File: src/vdss_pkg.sv
`timescale 1ns / 1ps
// Package for the VBUS debounce and sample scheduler.
// Holds the request payload type, debounce status type and CSR index constants.
// Depends on nothing.
package vdss_pkg;

   // Register indexes on the CSR write channel.
   localparam logic [7:0] CSR_DEBOUNCE_COUNT      = 8'd0;
   localparam logic [7:0] CSR_DETAIL_INTERVAL     = 8'd1;
   localparam logic [7:0] CSR_BACKGROUND_INTERVAL = 8'd2;

   localparam logic [7:0]  DEBOUNCE_COUNT_RESET      = 8'd3;
   localparam logic [31:0] DETAIL_INTERVAL_RESET     = 32'd1000;
   localparam logic [31:0] BACKGROUND_INTERVAL_RESET = 32'd60000;

   // Saturation value of the candidate counter.
   localparam logic [7:0] COUNT_MAX = 8'hFF;

   typedef struct packed {
      logic [31:0] now_ms;
      logic        vbus_read_ok;
      logic        vbus_present;
      logic        charge_read_ok;
      logic        charge_raw;
      logic        telemetry_ok;
      logic        detail_active;
      logic        notified;
      logic        detail_on_wake;
      logic [31:0] wake_ms;
   } req_type;

   typedef struct packed {
      logic changed;
      logic stable;
      logic charging;
      logic charging_ok;
   } deb_status_type;

endpackage

File: src/vbus_debounce_sample_scheduler_core.sv
`timescale 1ns / 1ps
// Top level of the VBUS debounce and sample scheduler.
// Depends on vdss_pkg, vdss_debounce and vdss_sched.
//
// Usage:
//   Each request on the req_ channel is one poll tick: the tick time, the
//   VBUS, charging and telemetry read results, detail mode and the wake
//   notification that follows the tick. Each request yields exactly one
//   response on the rsp_ channel carrying the publish, due and change flags,
//   the debounced VBUS level, the charging flags and the snapshot stamp.
//   The csr_ channel writes the debounce count and the two sample intervals;
//   it is always ready and should only be written while no request is in
//   flight.
// Flow:
//   A request is captured in an input register, evaluated by short logic
//   against the debounce and scheduler state, and lands in the response
//   register when that is free. One request per cycle is sustained while
//   rsp_ready stays high; a tick's state update happens as it moves into
//   the response register, so the next tick sees it at once.
// Reset and stalls:
//   Synchronous reset empties both stages and restores the register and
//   state defaults. If the receiver holds rsp_ready low, the response is
//   held, one more request may sit in the input register, and req_ready
//   drops until the response is taken.
module vbus_debounce_sample_scheduler_core #(
   parameter int TIME_BITS = 32
) (
   input  logic        clock,
   input  logic        reset,
   input  logic        req_valid,
   output logic        req_ready,
   input  logic [31:0] req_now_ms,
   input  logic        req_vbus_read_ok,
   input  logic        req_vbus_present,
   input  logic        req_charge_read_ok,
   input  logic        req_charge_raw,
   input  logic        req_telemetry_ok,
   input  logic        req_detail_active,
   input  logic        req_notified,
   input  logic        req_detail_on_wake,
   input  logic [31:0] req_wake_ms,
   output logic        rsp_valid,
   input  logic        rsp_ready,
   output logic        rsp_publish,
   output logic        rsp_sample_due,
   output logic        rsp_vbus_changed,
   output logic        rsp_vbus_stable,
   output logic        rsp_charging,
   output logic        rsp_charging_valid,
   output logic [31:0] rsp_stamp_ms,
   input  logic        csr_valid,
   output logic        csr_ready,
   input  logic [7:0]  csr_index,
   input  logic [31:0] csr_wdata
);

   // Configuration registers.
   logic [7:0]  debounce_count_ff;
   logic [31:0] detail_interval_ff;
   logic [31:0] background_interval_ff;

   // Input stage.
   logic              s1_valid_ff;
   vdss_pkg::req_type s1_req_ff;
   vdss_pkg::req_type req_in;

   // Response stage.
   logic        rsp_valid_ff;
   logic        rsp_publish_ff;
   logic        rsp_due_ff;
   logic        rsp_changed_ff;
   logic        rsp_stable_ff;
   logic        rsp_chg_ff;
   logic        rsp_chg_ok_ff;
   logic [31:0] rsp_stamp_ff;

   logic                     out_free;
   logic                     advance;
   logic                     req_fire;
   vdss_pkg::deb_status_type deb;
   logic                     publish;
   logic                     due_now;
   logic [31:0]              stamp_ms;

   // The CSR channel never stalls.
   assign csr_ready = 1'b1;

   always_ff @(posedge clock) begin
      if (reset) begin
         debounce_count_ff      <= vdss_pkg::DEBOUNCE_COUNT_RESET;
         detail_interval_ff     <= vdss_pkg::DETAIL_INTERVAL_RESET;
         background_interval_ff <= vdss_pkg::BACKGROUND_INTERVAL_RESET;
      end else if (csr_valid && csr_ready) begin
         unique case (csr_index)
            vdss_pkg::CSR_DEBOUNCE_COUNT: begin
               debounce_count_ff <= csr_wdata[7:0];
            end
            vdss_pkg::CSR_DETAIL_INTERVAL: begin
               detail_interval_ff <= csr_wdata;
            end
            vdss_pkg::CSR_BACKGROUND_INTERVAL: begin
               background_interval_ff <= csr_wdata;
            end
            default: begin
               // Writes to unknown indexes are dropped.
            end
         endcase
      end
   end

   // The response register can take a new tick when empty or being drained.
   assign out_free  = !rsp_valid_ff || rsp_ready;
   assign advance   = s1_valid_ff && out_free;
   assign req_ready = !s1_valid_ff || advance;
   assign req_fire  = req_valid && req_ready;

   assign req_in.now_ms         = req_now_ms;
   assign req_in.vbus_read_ok   = req_vbus_read_ok;
   assign req_in.vbus_present   = req_vbus_present;
   assign req_in.charge_read_ok = req_charge_read_ok;
   assign req_in.charge_raw     = req_charge_raw;
   assign req_in.telemetry_ok   = req_telemetry_ok;
   assign req_in.detail_active  = req_detail_active;
   assign req_in.notified       = req_notified;
   assign req_in.detail_on_wake = req_detail_on_wake;
   assign req_in.wake_ms        = req_wake_ms;

   always_ff @(posedge clock) begin
      if (reset) begin
         s1_valid_ff <= 1'b0;
      end else if (req_fire) begin
         s1_valid_ff <= 1'b1;
      end else if (advance) begin
         s1_valid_ff <= 1'b0;
      end
   end

   always_ff @(posedge clock) begin
      if (req_fire) begin
         s1_req_ff <= req_in;
      end
   end

   vdss_debounce u_debounce (
      .clock          (clock),
      .reset          (reset),
      .update         (advance),
      .vbus_read_ok   (s1_req_ff.vbus_read_ok),
      .vbus_present   (s1_req_ff.vbus_present),
      .charge_read_ok (s1_req_ff.charge_read_ok),
      .charge_raw     (s1_req_ff.charge_raw),
      .debounce_count (debounce_count_ff),
      .status         (deb)
   );

   vdss_sched #(
      .TIME_BITS (TIME_BITS)
   ) u_sched (
      .clock               (clock),
      .reset               (reset),
      .update              (advance),
      .req                 (s1_req_ff),
      .deb                 (deb),
      .detail_interval     (detail_interval_ff),
      .background_interval (background_interval_ff),
      .publish             (publish),
      .due_now             (due_now),
      .stamp_ms            (stamp_ms)
   );

   always_ff @(posedge clock) begin
      if (reset) begin
         rsp_valid_ff <= 1'b0;
      end else if (advance) begin
         rsp_valid_ff <= 1'b1;
      end else if (rsp_ready) begin
         rsp_valid_ff <= 1'b0;
      end
   end

   always_ff @(posedge clock) begin
      if (advance) begin
         rsp_publish_ff <= publish;
         rsp_due_ff     <= due_now;
         rsp_changed_ff <= deb.changed;
         rsp_stable_ff  <= deb.stable;
         rsp_chg_ff     <= deb.charging;
         rsp_chg_ok_ff  <= deb.charging_ok;
         rsp_stamp_ff   <= stamp_ms;
      end
   end

   assign rsp_valid          = rsp_valid_ff;
   assign rsp_publish        = rsp_publish_ff;
   assign rsp_sample_due     = rsp_due_ff;
   assign rsp_vbus_changed   = rsp_changed_ff;
   assign rsp_vbus_stable    = rsp_stable_ff;
   assign rsp_charging       = rsp_chg_ff;
   assign rsp_charging_valid = rsp_chg_ok_ff;
   assign rsp_stamp_ms       = rsp_stamp_ff;

`ifndef SYNTH
   // A published snapshot is always a due sample or a VBUS change.
   a_publish_reason: assert property (@(posedge clock) disable iff (reset)
      (rsp_valid_ff && rsp_publish_ff) |-> (rsp_due_ff || rsp_changed_ff))
      else $error("publish without due sample or change");

   // The stamp is zero whenever nothing is published.
   a_stamp_zero: assert property (@(posedge clock) disable iff (reset)
      (rsp_valid_ff && !rsp_publish_ff) |-> (rsp_stamp_ff == 32'd0))
      else $error("stamp set without publish");

   // No response comes out right after reset.
   a_reset_empty: assert property (@(posedge clock)
      (!reset && $past(reset)) |-> (!rsp_valid_ff && !s1_valid_ff))
      else $error("pipeline not empty after reset");
`endif

endmodule

File: src/vdss_debounce.sv
`timescale 1ns / 1ps
// VBUS presence debouncer with a saturating candidate counter and charging flags.
// Depends on vdss_pkg.
module vdss_debounce (
   input  logic                     clock,
   input  logic                     reset,
   input  logic                     update,
   input  logic                     vbus_read_ok,
   input  logic                     vbus_present,
   input  logic                     charge_read_ok,
   input  logic                     charge_raw,
   input  logic [7:0]               debounce_count,
   output vdss_pkg::deb_status_type status
);

   logic       ready_ff, ready_in;
   logic       stable_ff, stable_in;
   logic       cand_ff, cand_in;
   logic [7:0] count_ff, count_in;
   logic       chg_ff, chg_in;
   logic       chg_ok_ff, chg_ok_in;
   logic [7:0] count_inc;
   logic       changed;

   always_comb begin
      ready_in  = ready_ff;
      stable_in = stable_ff;
      cand_in   = cand_ff;
      count_in  = count_ff;
      chg_in    = chg_ff;
      chg_ok_in = chg_ok_ff;
      changed   = 1'b0;
      count_inc = (count_ff < vdss_pkg::COUNT_MAX) ? count_ff + 8'd1 : count_ff;
      if (vbus_read_ok) begin
         if (!ready_ff) begin
            // First good read sets the baseline.
            ready_in  = 1'b1;
            stable_in = vbus_present;
            cand_in   = vbus_present;
            count_in  = 8'd0;
            chg_in    = 1'b0;
            chg_ok_in = !vbus_present;
         end else if (vbus_present == stable_ff) begin
            cand_in  = vbus_present;
            count_in = 8'd0;
         end else if (vbus_present != cand_ff) begin
            cand_in  = vbus_present;
            count_in = 8'd1;
         end else begin
            count_in = count_inc;
            if (count_inc >= debounce_count) begin
               stable_in = vbus_present;
               count_in  = 8'd0;
               changed   = 1'b1;
               if (!vbus_present) begin
                  chg_in    = 1'b0;
                  chg_ok_in = 1'b1;
               end else begin
                  chg_ok_in = charge_read_ok;
                  chg_in    = charge_read_ok && charge_raw;
               end
            end
         end
      end
   end

   always_ff @(posedge clock) begin
      if (reset) begin
         ready_ff  <= 1'b0;
         stable_ff <= 1'b0;
         cand_ff   <= 1'b0;
         count_ff  <= 8'd0;
         chg_ff    <= 1'b0;
         chg_ok_ff <= 1'b0;
      end else if (update) begin
         ready_ff  <= ready_in;
         stable_ff <= stable_in;
         cand_ff   <= cand_in;
         count_ff  <= count_in;
         chg_ff    <= chg_in;
         chg_ok_ff <= chg_ok_in;
      end
   end

   assign status.changed     = changed;
   assign status.stable      = stable_in;
   assign status.charging    = chg_in;
   assign status.charging_ok = chg_ok_in;

`ifndef SYNTH
   // The stable level only moves once a baseline exists.
   a_stable_needs_baseline: assert property (@(posedge clock) disable iff (reset)
      !ready_ff |-> !stable_ff)
      else $error("stable level set before baseline");

   // A reported change always flips the stable level.
   a_change_flips: assert property (@(posedge clock) disable iff (reset)
      (update && changed) |=> (stable_ff != $past(stable_ff)))
      else $error("change reported without level flip");

   // The counter is cleared whenever the candidate matches the stable level.
   a_count_cleared: assert property (@(posedge clock) disable iff (reset)
      (ready_ff && cand_ff == stable_ff) |-> (count_ff == 8'd0))
      else $error("candidate count not cleared");
`endif

endmodule

File: src/vdss_sched.sv
`timescale 1ns / 1ps
// Telemetry sample scheduler: due decision, publish decision and sample timing state.
// Depends on vdss_pkg.
module vdss_sched #(
   parameter int TIME_BITS = 32
) (
   input  logic                     clock,
   input  logic                     reset,
   input  logic                     update,
   input  vdss_pkg::req_type        req,
   input  vdss_pkg::deb_status_type deb,
   input  logic [31:0]              detail_interval,
   input  logic [31:0]              background_interval,
   output logic                     publish,
   output logic                     due_now,
   output logic [31:0]              stamp_ms
);

   localparam int CMP_BITS = (TIME_BITS > 32) ? TIME_BITS : 32;

   logic                 sampled_ff, sampled_in;
   logic                 force_ff, force_in;
   logic [TIME_BITS-1:0] last_ff, last_in;
   logic [CMP_BITS-1:0]  now_wide, wake_wide;
   logic [TIME_BITS-1:0] now_t, wake_t, elapsed;
   logic [31:0]          interval;
   logic [CMP_BITS-1:0]  stamp_wide;

   assign now_wide   = CMP_BITS'(req.now_ms);
   assign wake_wide  = CMP_BITS'(req.wake_ms);
   assign now_t      = now_wide[TIME_BITS-1:0];
   assign wake_t     = wake_wide[TIME_BITS-1:0];
   assign elapsed    = now_t - last_ff;
   assign interval   = req.detail_active ? detail_interval : background_interval;
   assign due_now    = force_ff || !sampled_ff ||
                       (CMP_BITS'(elapsed) >= CMP_BITS'(interval));
   assign publish    = req.vbus_read_ok && (!due_now || req.telemetry_ok) &&
                       (due_now || deb.changed);
   assign stamp_wide = CMP_BITS'(now_t);
   assign stamp_ms   = publish ? stamp_wide[31:0] : 32'd0;

   always_comb begin
      sampled_in = sampled_ff;
      last_in    = last_ff;
      force_in   = 1'b0;
      if (publish && due_now) begin
         sampled_in = 1'b1;
         last_in    = now_t;
      end
      if (req.notified) begin
         if (req.detail_on_wake) begin
            force_in = 1'b1;
         end else if (sampled_in) begin
            last_in = wake_t;
         end
      end
   end

   always_ff @(posedge clock) begin
      if (reset) begin
         sampled_ff <= 1'b0;
         force_ff   <= 1'b1;
         last_ff    <= '0;
      end else if (update) begin
         sampled_ff <= sampled_in;
         force_ff   <= force_in;
         last_ff    <= last_in;
      end
   end

`ifndef SYNTH
   // Before the first sample every tick is due.
   a_due_before_first: assert property (@(posedge clock) disable iff (reset)
      !sampled_ff |-> due_now)
      else $error("sample not due before first sample");

   // A published due sample marks the scheduler as sampled.
   a_sampled_sets: assert property (@(posedge clock) disable iff (reset)
      (update && publish && due_now) |=> sampled_ff)
      else $error("sampled flag not set after sample");

   // A wake with detail subscribers forces the next tick due.
   a_wake_forces: assert property (@(posedge clock) disable iff (reset)
      (update && req.notified && req.detail_on_wake) |=> force_ff)
      else $error("wake did not force next sample");
`endif

endmodule

File: config.mk
export PLATFORM = sky130hd
export DESIGN_NAME = vbus_debounce_sample_scheduler_core
export DESIGN_NICKNAME = d
export VERILOG_FILES = /design/src/vdss_pkg.sv /design/src/vbus_debounce_sample_scheduler_core.sv /design/src/vdss_debounce.sv /design/src/vdss_sched.sv
export SDC_FILE = /design/constraint.sdc
export NUM_CORES = 1
export LEC_CHECK = 0
export BUFFER_PORTS_ARGS = -buffer_cell sky130_fd_sc_hd__buf_2
export CAP_MARGIN = 15
export CORE_ASPECT_RATIO = 0.9
export CORE_MARGIN = 3
export CORE_UTILIZATION = 25
export DETAILED_ROUTE_END_ITERATION = 10
export HOLD_SLACK_MARGIN = 0.08
export SLEW_MARGIN = 20
export SYNTH_ARGS = -nofsm -noshare
export SYNTH_HDL_FRONTEND = slang
export SYNTH_SLANG_ARGS = --single-unit
File: constraint.sdc
create_clock -name clock -period 5.8 [get_ports clock]
set_clock_uncertainty 0.1 [all_clocks]
set_input_delay 0.29 -clock clock [delete_from_list [all_inputs] [get_ports clock]]
set_output_delay 0.29 -clock clock [all_outputs]
set_load 0.02 [all_outputs]
==> summary.md <==
| Metric | Value |
|---|---|
| Vias in the first global route | `9,019` |
| Proportion of power drawn by the clock network | `41.3%` |
| Min Hold Slack | `114.4 ps` |
| # Max-Cap Violations | `0` |
| Fin. max-slew vios | `0` |
| DIE WIDTH | `230.7 µm` |
| Max VDD drop | `0.0001943 V` |
| Initial antenna violation count | `4` |
| Final period util | `92.14%` |
| Gr ovfl total | `0` |
| Crit path DAT | `5530 ps` |
| Ys async rst share | `0%` |
| Sw Ratio | `24.71%` |
| Worst Max-Slew Pin Slew | `1055 ps` |
| Fin Setup TNS | `0 ps` |
| Clock buffer depth | `3` |
| Peak Freq | `187.1 MHz` |
| Post-CTS setup buffers | `0` |
| GPL Wtd Cong | `0.8307` |
| Post-synthesis cell type count | `67` |
| DIE HEIGHT | `208.3 µm` |
| CTS root buffer | `clkbuf_16` |
| Worst endpoint required time | `5980 ps` |
| CTS buffer count | `26` |
| H-tree depth | `1` |
| Area grow syn2layout | `29.55%` |
| Unrepaired setup endpoints after global routing | `false` |
| Reg clk slew, reported paths | `60 ps` |
| Ys flop type | `dfxtp_1` |
| Die area | `48,050 µm²` |
| Commonest non-fill, non-tap cell in the layout | `nand2_1` |
| Clock sinks | `231` |
| # setup viols final | `0` |
| Clk Latency, worst-skew pair | `540 ps` |
| Routed wire per std cell | `16.06 µm` |
| Synth Net Count | `1,322` |
| DR vias | `9,227` |
| Post-Syn Area per Cell | `10.04 µm²` |
| Largest family of logic cells by synthesized area | `compound AO/OA/AOI/OAI gates` |
| Crit Path Class | `register to register` |
| Post-Synth XOR/XNOR Area | `2.543%` |
| Worst path max stage delay | `410 ps` |
| Vias/cell | `4.607` |
| Reg power frac | `46.2%` |
| Critical Path, Cell by Cell | `inv_1 -> ha_1 -> inv_1 -> fa_1 -> a21o_1 -> a22o_2 -> o211ai_1 -> a211oi_1 -> a211oi_2 -> o21ai_0 -> a221oi_1 -> xnor2_1 -> ha_1 -> nand4_1 -> or3_1 -> nor3_1 -> o211ai_1 -> nand3_1 -> mux2i_4 -> buf_4 -> nor2b_1` |
| Layout Nets | `1,571` |
| Critical Path Source Type | `register` |
| DR iter-0 viols | `640` |
| Hold Vio Cnt, Final | `0` |
| Worst setup margin | `455.7 ps` |
| Slew margin rel. | `29.54%` |
| CP max-delay cell | `or3_1` |
| # port buffers | `156` |
| Min cycle time layout | `5344 ps` |
| # IOs | `158` |
| CTS tree | `done` |
| Worst-path maximum fanout | `22` |
| Synthesized area | `11,360 µm²` |
| Largest net degree at the start of global routing | `70` |
| Switching pwr | `0.9650 mW` |
| Residual DRC count | `0` |
| Gate Count Post-Synth | `1,132` |
| Share of layout cells above drive strength 1 | `16.43%` |
| P_int | `2.940 mW` |
| Synthesis Warnings | `0` |
| Place WS | `433.4 ps` |
| Worst setup EP type | `register` |
| Min-Delay Path Class | `primary input to register` |
| GRT Overall Usage | `13.02%` |
| Post-synth EDFFs | `110` |
| Power share of the combinational group | `12.4%` |
| Core footprint | `44,570 µm²` |
| Final WL | `32,180 µm` |
| Most frequent cells in the layout | `166 x nand2_1, 155 x buf_2, 121 x dfxtp_1, 110 x edfxtp_1, 107 x dlygate4sd3_1` |
| Kind of cell adding the most delay to the critical path | `compound AO/OA/AOI/OAI gates` |
| Outcome | `finished clean` |
| Mux share of post-synthesis cell area | `3.733%` |
| FF+latch count, synth | `231` |
| Sequential area share after synthesis | `50.39%` |
| Power per cell area | `265.3 nW/µm²` |
| DRT Pass-1 Iters | `5` |
| First-pass GRT wire length | `49,940 µm` |
| Post-DP HPWL | `22,840 µm` |
| Rows | `73` |
| Leakage | `5.628 nW` |
| Initial Utilization | `25.49%` |
| Adder-cell share of the synthesized area | `8.104%` |
| Post-route ant nets | `0` |
| Compound-gate portion of the synthesized area | `15.75%` |
| Bufs and invs on worst path | `3` |
| Simple-Gate Fraction of Synth Area | `15.73%` |
==> area by class of cell <==
type | count | area, µm²
fillers | 4643 | 29850
flip-flops and latches | 231 | 5725
multi-input cells | 793 | 5254
repair buffers | 276 | 1952
well taps | 600 | 750.7
clock buffers | 32 | 704.4
inverters | 53 | 198.9
clock inverters | 15 | 128.9
diodes | 3 | 7.507
==> layer usage <==
| layer | vias to the layer above | GRT usage, % | share of wire, % |
|---|---|---|---|
| li1 | 4561 | - | - |
| met1 | 4392 | 17.69 | 46 |
| met2 | 222 | 21.59 | 47 |
| met3 | 50 | 2.396 | 4.7 |
| met4 | 2 | 2.885 | 2.1 |
| met5 | - | 0 | 0.040 |
==> worst paths after layout <==
path	start	end	slack, ps	cells after the start
min	reset	debounce_count_ff[6]	110	2
max	s1_req_ff[40]	rsp_stamp_ms[20]	460	21
min reg2reg	background_interval_ff[4]	background_interval_ff[4]	350	2
max reg2reg	s1_req_ff[40]	rsp_stamp_ms[20]	460	21
==> flip-flops by register name (all words and copies together), names as in the netlist, 8 cells and up <==
signal                  cells
detail_interval_ff         32
rsp_stamp_ms               32
u_sched.last_ff            32
background_interval_ff     32
debounce_count_ff           8
u_debounce.count_ff         8
s1_req_ff                  72
==> power groups by stage <==
| stage | combinational, mW | clock, mW | sequential [mW] |
|---|---|---|---|
| 3_3_place_gp | 0.416 | 0 | 1.84 |
| 3_5_place_dp | 0.427 | 0 | 1.84 |
| 2_1_floorplan | 0.271 | 0 | 1.84 |
| 4_1_cts | 0.491 | 1.66 | 1.81 |
| 6_report | 0.485 | 1.61 | 1.81 |
| 5_1_grt | 0.538 | 1.72 | 1.81 |
==> cell families after synthesis <==
family | count (synthesis)
AOI/OAI and AO/OA | 264
xor gates and xnor gates | 33
adders and majority gates | 73
buffers and inverters | 108
DFF | 231
muxes | 42
other | 1
and+or+nand+nor | 380
==> through the flow <==
step,area [µm²],power (mW),util (%),cells
CTS,14710,3.954,33.01,2000
floorplan,11360,2.110,-,1132
global placement,12810,2.257,28.74,1846
finish,14720,3.905,33.03,2003
detailed placement,12810,2.267,28.74,1846
global route,14720,4.074,33.03,2003
==> Yosys cell counts, drive strengths merged, types with 32 or more instances <==
cell	count	area share, %
nand2	166	5.5
dfxtp	121	21
edfxtp	110	29
a21oi	105	4.6
nor2	88	2.9
ha	72	7.9
inv	53	1.8
clkbuf	42	1.4
mux2i	39	3.4
nor2b	38	2.1
a22oi	33	2.2
a221o	32	2.8
==> repair_timing <==
action                                 in CTS  in global routing
hold buffers                              107                  0
setup endpoints to repair                   0                  0
endpoints found under the hold margin     146                  0
gates resized for setup                     0                  0
(Power assumes the default switching activity.)
